`src/hw/rtl/spq_pkg.sv`:
```
// Shared types, codes and defaults for the sorted minimum priority queue.
package spq_pkg;

    // Default sizing
    localparam int CAPACITY_DEF     = 16;
    localparam int PAYLOAD_BITS_DEF = 32;

    // Fixed field widths of the channels
    localparam int FIELD_BITS = 32;
    localparam int KEY_BITS   = 32;
    localparam int OCC_BITS   = 5;

    // Operation codes
    typedef enum logic {
        OP_PUSH = 1'b0,
        OP_POP  = 1'b1
    } spq_op_t;

    // Result status codes
    typedef enum logic [1:0] {
        ST_PUSHED = 2'd0,
        ST_POPPED = 2'd1,
        ST_FULL   = 2'd2,
        ST_EMPTY  = 2'd3
    } spq_status_t;

    // Request beat
    typedef struct packed {
        spq_op_t                      opcode;
        logic [FIELD_BITS-1:0]        payload;
        logic signed [KEY_BITS-1:0]   sort_key;
    } spq_req_t;

    // Response beat
    typedef struct packed {
        logic [FIELD_BITS-1:0]        out_payload;
        logic signed [KEY_BITS-1:0]   out_key;
        spq_status_t                  status;
        logic [OCC_BITS-1:0]          occupancy;
    } spq_rsp_t;

    // Broadcast from the controller to every cell
    typedef struct packed {
        logic                         push;
        logic                         pop;
        logic signed [KEY_BITS-1:0]   new_key;
        logic [FIELD_BITS-1:0]        new_payload;
    } spq_cell_ctrl_t;

endpackage

```
`src/hw/rtl/spq_cell.sv`:
```
// One slot of the sorted chain: holds a key and payload, shifts right on push, left on pop.
module spq_cell
    import spq_pkg::*;
#(
    parameter int STORE_BITS = PAYLOAD_BITS_DEF
) (
    input  logic                        clk,
    input  spq_cell_ctrl_t              ctrl,
    input  logic                        occupied,
    input  logic                        slot_hit,
    input  logic                        left_greater,
    input  logic signed [KEY_BITS-1:0]  left_key,
    input  logic [STORE_BITS-1:0]       left_payload,
    input  logic signed [KEY_BITS-1:0]  right_key,
    input  logic [STORE_BITS-1:0]       right_payload,
    output logic                        greater,
    output logic signed [KEY_BITS-1:0]  key,
    output logic [STORE_BITS-1:0]       payload
);

    logic signed [KEY_BITS-1:0] key_reg;
    logic signed [KEY_BITS-1:0] key_next;
    logic [STORE_BITS-1:0]      payload_reg;
    logic [STORE_BITS-1:0]      payload_next;

    // Held entry strictly above the new key: it moves aside for the newcomer
    assign greater = occupied && (ctrl.new_key < key_reg);

    // Slot update
    always_comb
    begin
        key_next     = key_reg;
        payload_next = payload_reg;
        if (ctrl.push)
        begin
            if (left_greater)
            begin
                key_next     = left_key;
                payload_next = left_payload;
            end
            else if (greater || slot_hit)
            begin
                key_next     = ctrl.new_key;
                payload_next = STORE_BITS'(ctrl.new_payload);
            end
        end
        else if (ctrl.pop)
        begin
            key_next     = right_key;
            payload_next = right_payload;
        end
    end

    // Entry storage, no reset: slots above the count are never read
    always_ff @(posedge clk)
    begin
        key_reg     <= key_next;
        payload_reg <= payload_next;
    end

    assign key     = key_reg;
    assign payload = payload_reg;

endmodule
```
`config.mk`:
```
export PLATFORM = sky130hd
export DESIGN_NAME = spq_cell
export DESIGN_NICKNAME = d
export VERILOG_FILES = /design/src/hw/rtl/spq_pkg.sv /design/src/hw/rtl/spq_cell.sv
export SDC_FILE = /design/constraint.sdc
export NUM_CORES = 1
export LEC_CHECK = 0
export CAP_MARGIN = 20
export CORE_AREA = 2 2 103 105
export CTS_BUF_LIST = sky130_fd_sc_hd__clkbuf_8 sky130_fd_sc_hd__clkbuf_16
export DETAILED_ROUTE_END_ITERATION = 6
export DIE_AREA = 0 0 105 107
export DONT_BUFFER_PORTS = 1
export MAX_ROUTING_LAYER = met4
export PLACE_DENSITY = 0.58
export SETUP_SLACK_MARGIN = 0.4
export SLEW_MARGIN = 20
export SYNTH_ARGS = -nofsm -noshare
export SYNTH_HDL_FRONTEND = slang
export SYNTH_SLANG_ARGS = --single-unit
```
`constraint.sdc`:
```
create_clock -name clk -period 6 [get_ports clk]
set_input_delay 0.3 -clock clk [delete_from_list [all_inputs] [get_ports clk]]
set_output_delay 0.3 -clock clk [all_outputs]
set_load 0.05 [all_outputs]
```
==> run metrics, run 1 <==
Main synth FF type=edfxtp_1; Hold Path Class=input port to flop; Compound-Gate Fraction of Synth Area=12.6%; fillcell total=1016; pin count of the biggest net entering global routing=131; core footprint=0.0101 mm^2; status=complete, no violations; Worst IR Drop VDD=103 uV; Cells after DPL=512; R2R depth=9; Vias=2870; Worst-Margin Slew=755 ps; Post-Synth Adder-Cell Area=9.59%; post-cts resize count=0; deepest clock path buffer count=2; layout cell share with drive strength beyond 1=5.12%; slowest cell delay on critical path=660 ps; GRT overflow=0; width of the die=105 um; CTS root buf=clkbuf_8; Inserted Clock Buffers=9; average cell area after synthesis=10.2 um^2; critical path startpoint category=flop; area leader, netlist=edfxtp_1; CP required=5980 ps; CTS tree=done; r2r startpoint=key[23]$_DFFE_PP_; DR DRC count=0; area delta synth->final=6.37%; fin worst setup slack=2310 ps; first-pass GRT wire length=14800 um; final weighted congestion in routability-driven placement=0.813; aggregate negative setup slack=0 ps; DRT Pass-1 Iters=6; count leader, synth=a21oi_1; die height=107 um; largest family of logic cells by synthesized area=multiplexers; Die ar.=0.0112 mm^2; maxcap violations=0; Detailed Route WL=9610 um; Setup Crit Path Kind=flop to flop; Crit path depth=9; hold buffer count at cts=0; CTS clk-pin slew, worst paths=70 ps; Initial Utilization=40.1%; Top delay family on crit path=compound AO/OA/AOI/OAI gates; Syn. warnings=0; critical path fanouts, max=36; Ant. Diodes=0; # IOs=263; RR Endpoint=payload[20]$_DFFE_PP_; Setup crit end kind=flop; top cells by area, synth=edfxtp_1 (48%), mux2i_1 (16%), a21oi_1 (9.8%); Fin. Hold Viols=0; H-tree lvl count=3; Clock Skew=10.0 ps; post-synthesis sequential area ratio=47.5%; simple-gate portion of the synthesized area=9.13%; Syn Inst Count=396; Final Critical Period=3690 ps; Arr. time, crit path=3680 ps; Clk Latency, worst-skew pair=330 ps; Synth Net Count=625; Design Power=1270 uW; fin nets=616; critical path, cell by cell=inv_1 > ha_1 > a21oi_1 > o21ai_1 > a221o_1 > a211o_1 > a2111o_1 > nand2_2 > buf_4; Cell Area, Synth=0.00404 mm^2; Tcrit/Tclk final=61.6%; All-Layer GR Usage=17.3%; # setup viols final=0; Min-Delay Endpoint=payload[6]$_DFFE_PP_; Hold Slack=174 ps; Post-synth EDFFs=64; Cell variety after synth=25; Post-Synth XOR/XNOR Area=0%; post-CTS setup buffer count=0; number of global-route vias before repair=2913; Routed wire per std cell=18.2 um; Lkg Pwr=0.00185 uW; Final HPWL DP=7340 um; multiplexer share of the synthesized area=16.1%; Slew Viols, Final=0; cell row count=37; clk sink count=64; Slowest cell on crit path=edfxtp_1; Power Density=294 mW/mm^2; FFs w/ async S/R, synth=0%; worst slack, placed=2240 ps; worst hold path depth=1; HP Start=ctrl[65]; worst relative slew slack=48.7%; RSZ-0062 raised after global routing=false; R2R Setup Slk=2310 ps; top cell type's share of synthesized area=47.5%; Post-synth top cells=a21oi_1 (79), nor2_1 (70), mux2i_1 (65); Finished Layout Cells=527; Buf/Inv on CP=2; initial antenna violation count=0; DR iter-0 viols=102; antenna-violating nets left=0; Seq cells post-synth=64; f_max=271 MHz; IO Port Bufs=0; vias per cell=5.45
stage by stage:
| stage | area (um^2) | utilization, % |
|---|---|---|
| 6_report | 4300 | 42.6 |
| 5_1_grt | 4300 | 42.6 |
| 3_5_place_dp | 4140 | 41.0 |
| 4_1_cts | 4300 | 42.6 |
| 3_3_place_gp | 4140 | 41.0 |
| 2_1_floorplan | 4040 | - |
where the power goes:
part / internal, uW / total, uW / switching, uW
logic: 78.4 / 175 / 96.8
registers: 566 / 776 / 211
clock network: 145 / 315 / 170
total: 789 / 1270 / 477
worst register-to-register path, stage by stage (launching register included):
cell and delay (ps):
edfxtp_1 660, inv_1 90, ha_1 330, a21oi_1 150, o21ai_1 110, a221o_1 330
a211o_1 300, a2111o_1 300, nand2_2 520, buf_4 530
area by class of cell:
| class | count | area (um^2) | area share, % |
|---|---|---|---|
| Timing Repair Buffer | 1 | 7.51 | 0.175 |
| Sequential cell | 64 | 1920 | 44.7 |
| Clock inverter | 6 | 37.5 | 0.873 |
| Clock buffer | 9 | 124 | 2.88 |
| Inverter | 31 | 116 | 2.71 |
| Multi-Input combinational cell | 280 | 1920 | 44.7 |
| Tap cell | 136 | 170 | 3.96 |
placed cells by master (no fill, tap or decap), types with 2 or more instances in the layout:
cell type	n
a21oi_1	79
nor2_1	70
mux2i_1	64
edfxtp_1	64
inv_1	31
ha_1	31
clkbuf_8	9
nand2_1	7
nand4_1	6
nand3_1	3
o21ai_0	3
clkinv_2	3
clkinvlp_4	3
nand2b_1	2
a211o_1	2
a21o_1	2
layer usage:
layer	share of wire, %	global-route usage, %	vias up
li1	-	-	1419
met1	39	19.0	1277
met2	51	29.6	157
met3	8.3	4.98	17
met4	2.3	6.95	0
met5	0	-	-
worst max-delay path by stage:
| stage | start | endpoint | slack [ps] |
|---|---|---|---|
| detailed placement | key[23]$_DFFE_PP_ | payload[20]$_DFFE_PP_ | 2240 |
| global route | key[23]$_DFFE_PP_ | payload[20]$_DFFE_PP_ | 2060 |
| global placement | key[30]$_DFFE_PP_ | payload[18]$_DFFE_PP_ | 2320 |
| CTS | key[23]$_DFFE_PP_ | key[18]$_DFFE_PP_ | 2210 |
| floorplan | key[30]$_DFFE_PP_ | key[0]$_DFFE_PP_ | 2080 |
| finish | key[23]$_DFFE_PP_ | payload[20]$_DFFE_PP_ | 2310 |
logic make-up after synthesis:
| family | count (synthesis) |
|---|---|
| compound gates | 93 |
| fa+ha+maj | 31 |
| buf+inv | 52 |
| flops | 64 |
| mux | 65 |
| simple gates | 91 |
No activity file was read; power rests on OpenSTA's default activity.
==> run 2, diff against run 1 <==
- PLACE_DENSITY: 0.58 -> 0.6
- clock period: 6 -> 3.2 ns (I/O delays scaled with it)
==> run 2 against run 1 <==
Register-to-register slack got worse by 1800 ps. Critical path depth unchanged. Global-route usage up 0.34 points. First-iteration DRC count up 66%. Core utilization rose by 4.2 points. Worst setup slack lost 1800 ps.
==> run metrics, run 2 (synthesis gave the netlist of run 1 again) <==
fin worst setup slack=510 ps; Clock Skew=14.4 ps; IO Port Bufs=0; Top delay family on crit path=compound AO/OA/AOI/OAI gates; Ant. Diodes=0; status=complete, no violations; vias per cell=5.45; critical path startpoint category=flop; maxcap violations=0; Placement Cell Area=0.00442 mm^2; layout cell share with drive strength beyond 1=14.5%; M3 GR Usage=3.40%; critical path fanouts, max=3; All-Layer GR Usage=17.6%; fin nets=653; Setup crit end kind=primary output; most frequent cells in the layout=a21oi_1 (77), nor2_1 (70), mux2i_1 (64), edfxtp_1 (64), buf_4 (35); CTS clk-pin slew, worst paths=90 ps; die height=107 um; Cells after DPL=544; critical path, cell by cell=inv_1 > ha_1 > a21oi_1 > o21ai_1 > a221o_1 > a211o_1 > a21oi_2 > mux2i_2 > buf_6; Detailed Route WL=10200 um; Arr. time, crit path=2530 ps; DRT Pass-1 Iters=4; H-tree lvl count=3; Final Critical Period=2690 ps; CTS tree=done; Worst IR Drop VDD=193 uV; Routed wire per std cell=18.0 um; Design Area, Final=0.00473 mm^2; Initial Utilization=40.1%; Power Density=565 mW/mm^2; slowest cell delay on critical path=380 ps; CTS root buf=clkbuf_8; Slowest cell on crit path=edfxtp_1; most common cell after layout, fill and taps aside=a21oi_1; Slew Viols, Final=0; first-pass GRT wire length=14900 um; peak-usage layer in the global routing report=met2; cell row count=37; f_max=372 MHz; # setup viols final=0; pin count of the biggest net entering global routing=131; met2 Use GR=29.8%; Multi-input gate area=0.00201 mm^2; Die ar.=0.0112 mm^2; DR iter-0 viols=169; CP required=3040 ps; worst relative slew slack=65.2%; width of the die=105 um; Inserted Clock Buffers=9; core footprint=0.0101 mm^2; initial antenna violation count=0; met1 GRT Util=20.3%; deepest clock path buffer count=2; worst slack, placed=450 ps; Tcrit/Tclk final=84.1%; RSZ-0062 raised after global routing=false; Setup Crit Path Kind=flop to primary output; Final HPWL DP=7580 um; final weighted congestion in routability-driven placement=0.807; GRT overflow=0; clk sink count=64; DR DRC count=0; aggregate negative setup slack=0 ps; Lkg Pwr=0.00207 uW; # IOs=263; Fin. Hold Viols=0; Hold Path Class=input port to flop; FF+latch area=0.00192 mm^2; antenna-violating nets left=0; Clk Latency, worst-skew pair=340 ps; Buf/Inv on CP=2; fillcell total=947; area delta synth->final=16.9%; Worst-Margin Slew=524 ps; Finished Layout Cells=565; Vias=3080; number of global-route vias before repair=3007
[run 2: cell count changes in the layout (fill, tap and decap cells not counted), sizes merged]
cell	delta
buf	+35
bufinv	+2
clkinv	-2
dlygate4sd3	+1
inv	+1
nand2	+1
[run 2: worst reg2reg max path: cells and delay by family, from the launching register on]
family / cells / cell delay, ps
and+or+nand+nor: 1 / 310
AOI/OAI and AO/OA: 5 / 1310
adders and majority gates: 1 / 240
buffers and inverters: 1 / 70
DFF: 1 / 380
[run 2: area by class of cell]
| type | instances | share of cell area (%) |
|---|---|---|
| Multi-Input combinational cell | 281 | 42.6 |
| Sequential cell | 64 | 40.7 |
| Timing Repair Buffer | 37 | 6.01 |
| Tap cell | 136 | 3.60 |
| Clock buffer | 9 | 2.62 |
| Inverter | 31 | 2.46 |
| Clock inverter | 7 | 2.01 |
[run 2: worst paths after layout]
kind	from	endpoint	slack, ps	cells after the start
hold / removal	ctrl[65]	key[25]$_DFFE_PP_	20	1
setup / recovery	key[21]$_DFFE_PP_	greater	510	9
setup reg to reg	key[21]$_DFFE_PP_	payload[23]$_DFFE_PP_	550	8
hold reg to reg	key[31]$_DFFE_PP_	key[29]$_DFFE_PP_	1430	6
[run 2: repair_timing]
item	CTS	global route
buffers inserted	0	3
pin swaps	0	7
hold buffers	1	0
endpoints found under the setup margin	1	65
gates cloned	0	1
resized for setup	2	5
hold endpoints to repair	1	0
[run 2: through the flow]
stage          hold slack (ps)  total power (uW)  util (%)
6_report                  23.6              2670      46.8
5_1_grt                   7.46              2780      46.8
4_1_cts                   1.58              2680      46.1
3_5_place_dp               382              1890      43.8
3_3_place_gp               381              1870      43.8
2_1_floorplan              386              1760         -
[run 2: per-layer routing]
layer | wire [um] | vias up
li1 | - | 1502
met1 | 4150 | 1409
met2 | 5170 | 151
met3 | 631 | 18
met4 | 234 | 0
met5 | 0 | -
[run 2: where the power goes]
| group | total (uW) | leakage [uW] | internal [uW] | switching [uW] |
|---|---|---|---|---|
| logic | 616 | 0.00133 | 225 | 391 |
| registers | 1270 | 0.000635 | 1060 | 217 |
| clock network | 780 | 0.0000995 | 438 | 341 |
==> run 3, diff against run 2 <==
- PLACE_DENSITY: 0.6 -> 0.58
- clock period: 3.2 -> 2.7 ns (I/O delays scaled with it)
==> run 3 against run 2 <==
Sequential power rose by 19%. Cell count rose by 3.2%. Worst setup slack got worse by 400 ps. Global-route usage rose by 1.9 points. Total power rose by 23%. Core utilization rose by 3.6 points. Cell area rose by 7.6%. Worst hold slack got worse by 5.4 ps. Clock power rose by 18%. Clock-buffer cell count did not move. Sequential share of layout area fell by 2.9 points.
==> run metrics, run 3 (synthesis gave the netlist of run 1 again) <==
status=complete, no violations; critical path startpoint category=flop; Fin. Hold Viols=0; Routed wire per std cell=19.1 um; DRT Pass-1 Iters=6; # IOs=263; width of the die=105 um; RSZ-0062 raised after global routing=true; worst relative slew slack=67.7%; f_max=387 MHz; Arr. time, crit path=2450 ps; maxcap violations=0; Final HPWL DP=7890 um; clk sink count=64; critical path fanouts, max=3; most used cell, CP=a21oi_2; Initial Utilization=40.1%; fin nets=671; Gate power share=26.3%; Vias=3180; DR iter-0 viols=155; number of global-route vias before repair=3219; critical path, cell by cell=inv_2 > ha_4 > a21oi_2 > o21ai_2 > a221o_1 > a211o_1 > a21oi_2 > mux2i_4 > buf_12; Finished Layout Cells=583; DR DRC count=0; # setup viols final=0; Switching Share=35.0%; Setup crit end kind=primary output; clock share of power=27.9%; CTS tree=done; Clk Latency, worst-skew pair=350 ps; Hold Path Class=input port to flop; Clock Skew=17.0 ps; antenna-violating nets left=0; Inserted Clock Buffers=9; Top delay family on crit path=compound AO/OA/AOI/OAI gates; slowest cell delay on critical path=410 ps; Cells after DPL=550; first-pass GRT wire length=16300 um; GRT overflow=0; CTS root buf=clkbuf_8; cell row count=37; All-Layer GR Usage=19.5%; Worst-Margin Slew=486 ps; H-tree lvl count=3; deepest clock path buffer count=2; vias per cell=5.45; Hold Slack=18.1 ps; Cell Int Power=2140 uW; IO Port Bufs=0; area delta synth->final=25.8%; Slew Viols, Final=0; Slowest cell on crit path=edfxtp_1; initial antenna violation count=0; core footprint=0.0101 mm^2; Final Critical Period=2590 ps; pin count of the biggest net entering global routing=99; Die ar.=0.0112 mm^2; layout cell share with drive strength beyond 1=19.2%; Power Density=648 mW/mm^2; Buf/Inv on CP=2; final weighted congestion in routability-driven placement=0.791; Lkg Pwr=0.00223 uW; CTS clk-pin slew, worst paths=90 ps; most frequent cells in the layout=a21oi_1 (76), nor2_1 (70), mux2i_1 (64), edfxtp_1 (64), buf_4 (36); Worst IR Drop VDD=308 uV; die height=107 um; sequential power share=45.8%; most common cell after layout, fill and taps aside=a21oi_1; CP required=2570 ps; Setup Crit Path Kind=flop to primary output; Tcrit/Tclk final=95.8%; Ant. Diodes=0; reported net switching power=1150 uW; Detailed Route WL=11100 um
[run 3: changes by cell type in the layout (fill, tap and decap cells not counted), moves of 2 or more]
cell and change:
buf_8 +3, inv_2 +2, ha_1 -3, clkbuf_16 +2, ha_4 +3, clkinv_4 +2, inv_1 -2, buf_12 +7
buf_6 +4
[run 3: power groups by stage]
| stage | logic [uW] | clock network (uW) | registers (uW) |
|---|---|---|---|
| floorplan | 376 | 0 | 1720 |
| global placement | 732 | 0 | 1530 |
| detailed placement | 745 | 0 | 1530 |
| CTS | 829 | 940 | 1510 |
| global route | 940 | 985 | 1520 |
| finish | 868 | 918 | 1510 |
[run 3: per-layer routing]
layer	part of all wire [%]	up-vias	track usage [%]
met5	0	-	-
met4	1.1	0	5.90
met3	8.0	10	6.50
met2	51	152	33.7
met1	40	1489	21.6
li1	-	1529	-
[run 3: timing repair]
action,4_1_cts,5_1_grt
cloned,1,3
setup buffers,7,3
pin swaps,13,2
hold endpoints to repair,31,2
setup endpoints to repair,65,65
gates resized for setup,18,5
hold buffers,2,1
[run 3: layout make-up]
| type | instances | area (um^2) |
|---|---|---|
| multi-input cells | 280 | 2050 |
| inverters | 31 | 116 |
| clock inverters | 7 | 96.3 |
| flip-flops and latches | 64 | 1920 |
| repair buffers | 56 | 609 |
| fillers | 963 | 5010 |
| clock buffers | 9 | 124 |
| well taps | 136 | 170 |
[run 3: final timing paths]
path | startpoint | endpoint | slack, ps | cells past startpoint
worst max register to register | key[2]$_DFFE_PP_ | key[16]$_DFFE_PP_ | 120 | 10
worst max-delay path | key[23]$_DFFE_PP_ | greater | 110 | 9
worst min-delay path | right_payload[11] | payload[11]$_DFFE_PP_ | 20 | 2
worst min register to register | key[31]$_DFFE_PP_ | payload[6]$_DFFE_PP_ | 1470 | 8
[run 3: through the flow]
step / setup TNS, ps / instance area, um^2 / total power, uW / utilization, % / setup WS [ps]
after floorplan: -8280 / 4100 / 2090 / - / -129
after global placement: 0 / 4510 / 2260 / 44.7 / 117
after detailed placement: 0 / 4510 / 2270 / 44.7 / 59.3
after CTS: 0 / 4940 / 3280 / 49.0 / 87.7
after global routing: -14.6 / 5090 / 3450 / 50.4 / -5.59
final: 0 / 5090 / 3290 / 50.4 / 113
